===== src/design/fedl_pkg.sv =====
// Shared constants and types for the feedback echo delay line.
package fedl_pkg;

    // Depth of the echo store and the width of its addresses.
    localparam int DELAY_DEPTH = 131072;
    localparam int ADDR_W      = $clog2(DELAY_DEPTH);

    // Store entries are signed Q15.2.
    localparam int STORE_W = 18;

    // Sample and configuration widths.
    localparam int SAMPLE_W = 16;
    localparam int FRAMES_W = 17;
    localparam int DECAY_W  = 16;
    localparam int CHAN_W   = 4;
    localparam int CFG_IDX_W = 2;

    // Product of delay frames and channel count.
    localparam int DPROD_W = FRAMES_W + CHAN_W;

    // Decay limits and mix coefficients, all Q0.16, and the delay floor in frames.
    localparam logic [DECAY_W-1:0]  DECAY_MAX   = 16'd58982;
    localparam logic [DECAY_W-1:0]  DECAY_FLOOR = 16'd655;
    localparam logic [FRAMES_W-1:0] DELAY_FLOOR = 17'd100;
    localparam logic [16:0]         COEF_DRY    = 17'd45875;
    localparam logic [16:0]         COEF_WET    = 17'd19661;

    // Configuration register indexes.
    localparam logic [CFG_IDX_W-1:0] CFG_DELAY_FRAMES  = 2'd0;
    localparam logic [CFG_IDX_W-1:0] CFG_DECAY_LEVEL   = 2'd1;
    localparam logic [CFG_IDX_W-1:0] CFG_CHANNEL_COUNT = 2'd2;

    // Shared multiplier operand and product widths.
    localparam int MUL_A_W = 36;
    localparam int MUL_B_W = 17;
    localparam int MUL_P_W = MUL_A_W + MUL_B_W;

    // Request to the shared multiplier.
    typedef struct packed {
        logic                      en;
        logic signed [MUL_A_W-1:0] a;
        logic signed [MUL_B_W-1:0] b;
    } t_mul_req;

endpackage


===== src/design/fedl_mul.sv =====
// Shared signed multiplier with a registered product.
module fedl_mul (
    input  logic                              i_clk,
    input  fedl_pkg::t_mul_req                i_req,
    output logic signed [fedl_pkg::MUL_P_W-1:0] o_prod
);
    import fedl_pkg::*;

    logic signed [MUL_P_W-1:0] r_prod;

    always_ff @(posedge i_clk) begin
        if (i_req.en) begin
            r_prod <= $signed(i_req.a) * $signed(i_req.b);
        end
    end

    assign o_prod = r_prod;

endmodule


===== config.mk =====
export PLATFORM = sky130hd
export DESIGN_NAME = fedl_mul
export DESIGN_NICKNAME = d
export VERILOG_FILES = /design/src/design/fedl_pkg.sv /design/src/design/fedl_mul.sv
export SDC_FILE = /design/constraint.sdc
export NUM_CORES = 2
export LEC_CHECK = 0
export BUFFER_PORTS_ARGS = -buffer_cell sky130_fd_sc_hd__buf_2
export CORE_MARGIN = 10
export CORE_UTILIZATION = 35
export CTS_BUF_LIST = sky130_fd_sc_hd__clkbuf_16
export CTS_CLUSTER_DIAMETER = 60
export DETAILED_ROUTE_END_ITERATION = 8
export PLACE_DENSITY = 0.58
export SETUP_SLACK_MARGIN = 0.4
export SLEW_MARGIN = 10
export SYNTH_ARGS = -nofsm -noshare
export SYNTH_HDL_FRONTEND = slang
export SYNTH_SLANG_ARGS = --single-unit

===== constraint.sdc =====
create_clock -name i_clk -period 8.8 [get_ports i_clk]
set_input_delay 0 -clock i_clk [delete_from_list [all_inputs] [get_ports i_clk]]
set_output_delay 0 -clock i_clk [all_outputs]
set_load 0.02 [all_outputs]

==> flow_metrics.py <==
metrics = {
    "grt": {
        "top_usage_layer": "met2",
        "grt_usage": 0.165,
        "gr-total-overflow": 0,
        "grt_pass1_wl_um": 97900,
        "use_met3": 0.0252,
        "use_met2": 0.293,
        "grt_pass1_vias": 18100,
        "met1_usage": 0.201,
        "antenna_found_initial": 5,
        "grt_max_degree": 54,
    },
    "worst_setup_path": {
        "worst-setup-path-type": "in -> reg",
        "arrival_ns": 7.73,
        "critPathCaptureType": "register",
        "cp-start-kind": "input pin",
        "critPathLaunch": "i_req[3]",
        "crit_path_max_fanout": 36,
        "crit_required_ns": 8.87,
    },
    "synthesis": {
        "synth_area_leaders": "fa_1, inv_1, and2_1",
        "synth_seq_cells": 53,
        "synth.avg_cell_area_um2": 9.41,
        "synthArstFlopShare": 0,
        "post-synth-top-count-cell": "fa_1",
        "synth-edff-count": 53,
        "synthCells": 2377,
        "yosysSeqAreaShare": 0.0711,
        "netlist.area_leader.share": 0.520,
        "syn-cell-area_mm2": 0.0224,
        "ys.warnings.count": 0,
        "synth_ff_type": "edfxtp_1",
        "ys_top_cells_by_count": "fa_1, inv_1, nand2_1",
        "synth.net_count": 3136,
        "yosys.area.top_type": "fa_1",
        "ys_types": 54,
    },
    "clock_network": {
        "cts_sinks": 53,
        "htreeDepth": 2,
        "cts_buffer_depth": 2,
        "cts_tree": "yes",
        "numCtsBuffers": 5,
        "cts_hold_buf": 0,
        "clk_pin_slew_ns": 0.09,
        "clock-root-buffer": "clkbuf_16",
        "ctsResizeCount": 0,
        "post-cts-setup-buffers": 0,
    },
    "min_path": {
        "min_from": "i_req[17]",
        "hp-class": "in -> reg",
    },
    "die": {
        "die_h_um": 273,
        "die-area_mm2": 0.0744,
        "core_mm2": 0.0632,
        "placementRows": 92,
        "ios": 108,
        "start_util": 0.354,
        "die_w_um": 273,
    },
    "final_layout": {
        "areaGrowthSynthToFinish_pct": 6.39,
        "final_nets": 3154,
        "final.fill_count": 6359,
        "largest_reg_flops": 53,
        "drive_gt1_frac": 0.0576,
    },
    "job": {
        "max_cap_viol_count": 0,
    },
    "detailed_routing": {
        "drc": 0,
        "via_count": 15600,
        "vias_per_cell": 4.82,
        "ant_nets": 0,
        "totalWireLength_um": 58200,
        "drt_iter0_drc": 760,
        "first_pass_iters": 6,
        "wl_per_cell_um": 17.9,
    },
    "timing": {
        "worstMarginPinSlew_ns": 0.880,
        "fmax_mhz": 131,
        "setup_violations": 0,
        "min_period_ns": 7.66,
        "rsz0062_at_grt": "no",
        "slew_headroom": 0.413,
        "finalSetupTns_ns": 0,
        "hold_viol": 0,
        "final-max-slew-violation-count": 0,
        "fin_crit_sh": 0.871,
    },
    "place": {
        "gp_congestion": 0.850,
        "hpwl_um": 48000,
        "port_buffers": 107,
    },
    "outcome": {
        "status": "complete, no violations",
    },
}
cells in the final DEF (no fill, tap or decap), types with 7 or more instances in the layout:
master    synthesis  final
nand4_1           7      7
xor2_1           15     15
a21o_1           20     20
nand2b_1         13     13
nor2b_1          12     12
o21ai_0          34     34
xnor2_1          32     32
ha_1            123    123
nand2_1         349    349
o21a_1           10     10
buf_2             1    107
edfxtp_1         53     53
fa_1            581    581
inv_1           580    580
nor2_1           58     58
and2_1          267    267
nand3_1           9      9
a21oi_1          43     43
logic make-up after synthesis:
group | Yosys count | synth area share
flops | 53 | 0.0711
xor+xnor | 47 | 0.0184
fa+ha+maj | 704 | 0.589
buf+inv | 682 | 0.115
simple gates | 740 | 0.161
mux | 3 | 0.00140
compound gates | 148 | 0.0444
routing by layer:
metal,share of wire,up-vias
li1,-,6933
met1,0.41,8238
met2,0.51,372
met3,0.046,86
met4,0.031,2
met5,0.00022,-
through the flow:
step                      cells  utilization  instance area [um^2]  setup slack [ns]  hold slack [ns]
after floorplan            2377            -                 22400              2.58            0.112
after global placement     3234        0.374                 23600             0.640            0.454
after detailed placement   3234        0.374                 23600             0.643            0.456
after CTS                  3242        0.376                 23800             0.959            0.263
after global routing       3245        0.377                 23800             0.552            0.285
final                      3245        0.377                 23800              1.14            0.265
area by class of cell:
type / count / area [um^2] / area share
Multi-Input combinational cell: 1642 / 18200 / 0.765
Inverter: 580 / 2180 / 0.0915
Sequential cell: 53 / 1590 / 0.0669
Tap cell: 846 / 1060 / 0.0445
Timing Repair Buffer: 113 / 581 / 0.0244
Clock buffer: 5 / 125 / 0.00526
Clock inverter: 3 / 43.8 / 0.00184
Antenna cell: 3 / 7.51 / 0.000315
worst max-delay path: stages:
cell and delay [ns]:
buf_2 0.64, nand2_1 0.16, fa_1 0.54, fa_1 0.57, inv_1 0.06, fa_1 0.50, inv_1 0.06, fa_1 0.54
inv_1 0.05, fa_1 0.48, inv_1 0.05, fa_1 0.47, inv_1 0.04, ha_1 0.35, a211oi_1 0.33, o21ai_0 0.16
a21oi_1 0.49, a31oi_1 0.32, o21ai_0 0.75, a21oi_1 0.26, or3b_2 0.56, a41oi_1 0.17, o311ai_0 0.15
worst paths after layout:
path | cells past startpoint | to | slack (ns)
max | 23 | o_prod[51] | 1.14
min | 2 | o_prod[0] | 0.26
Power is left out: the tool's default activity adds up to more than one toggle a clock period on the data nets, which glitch-free logic cannot reach.
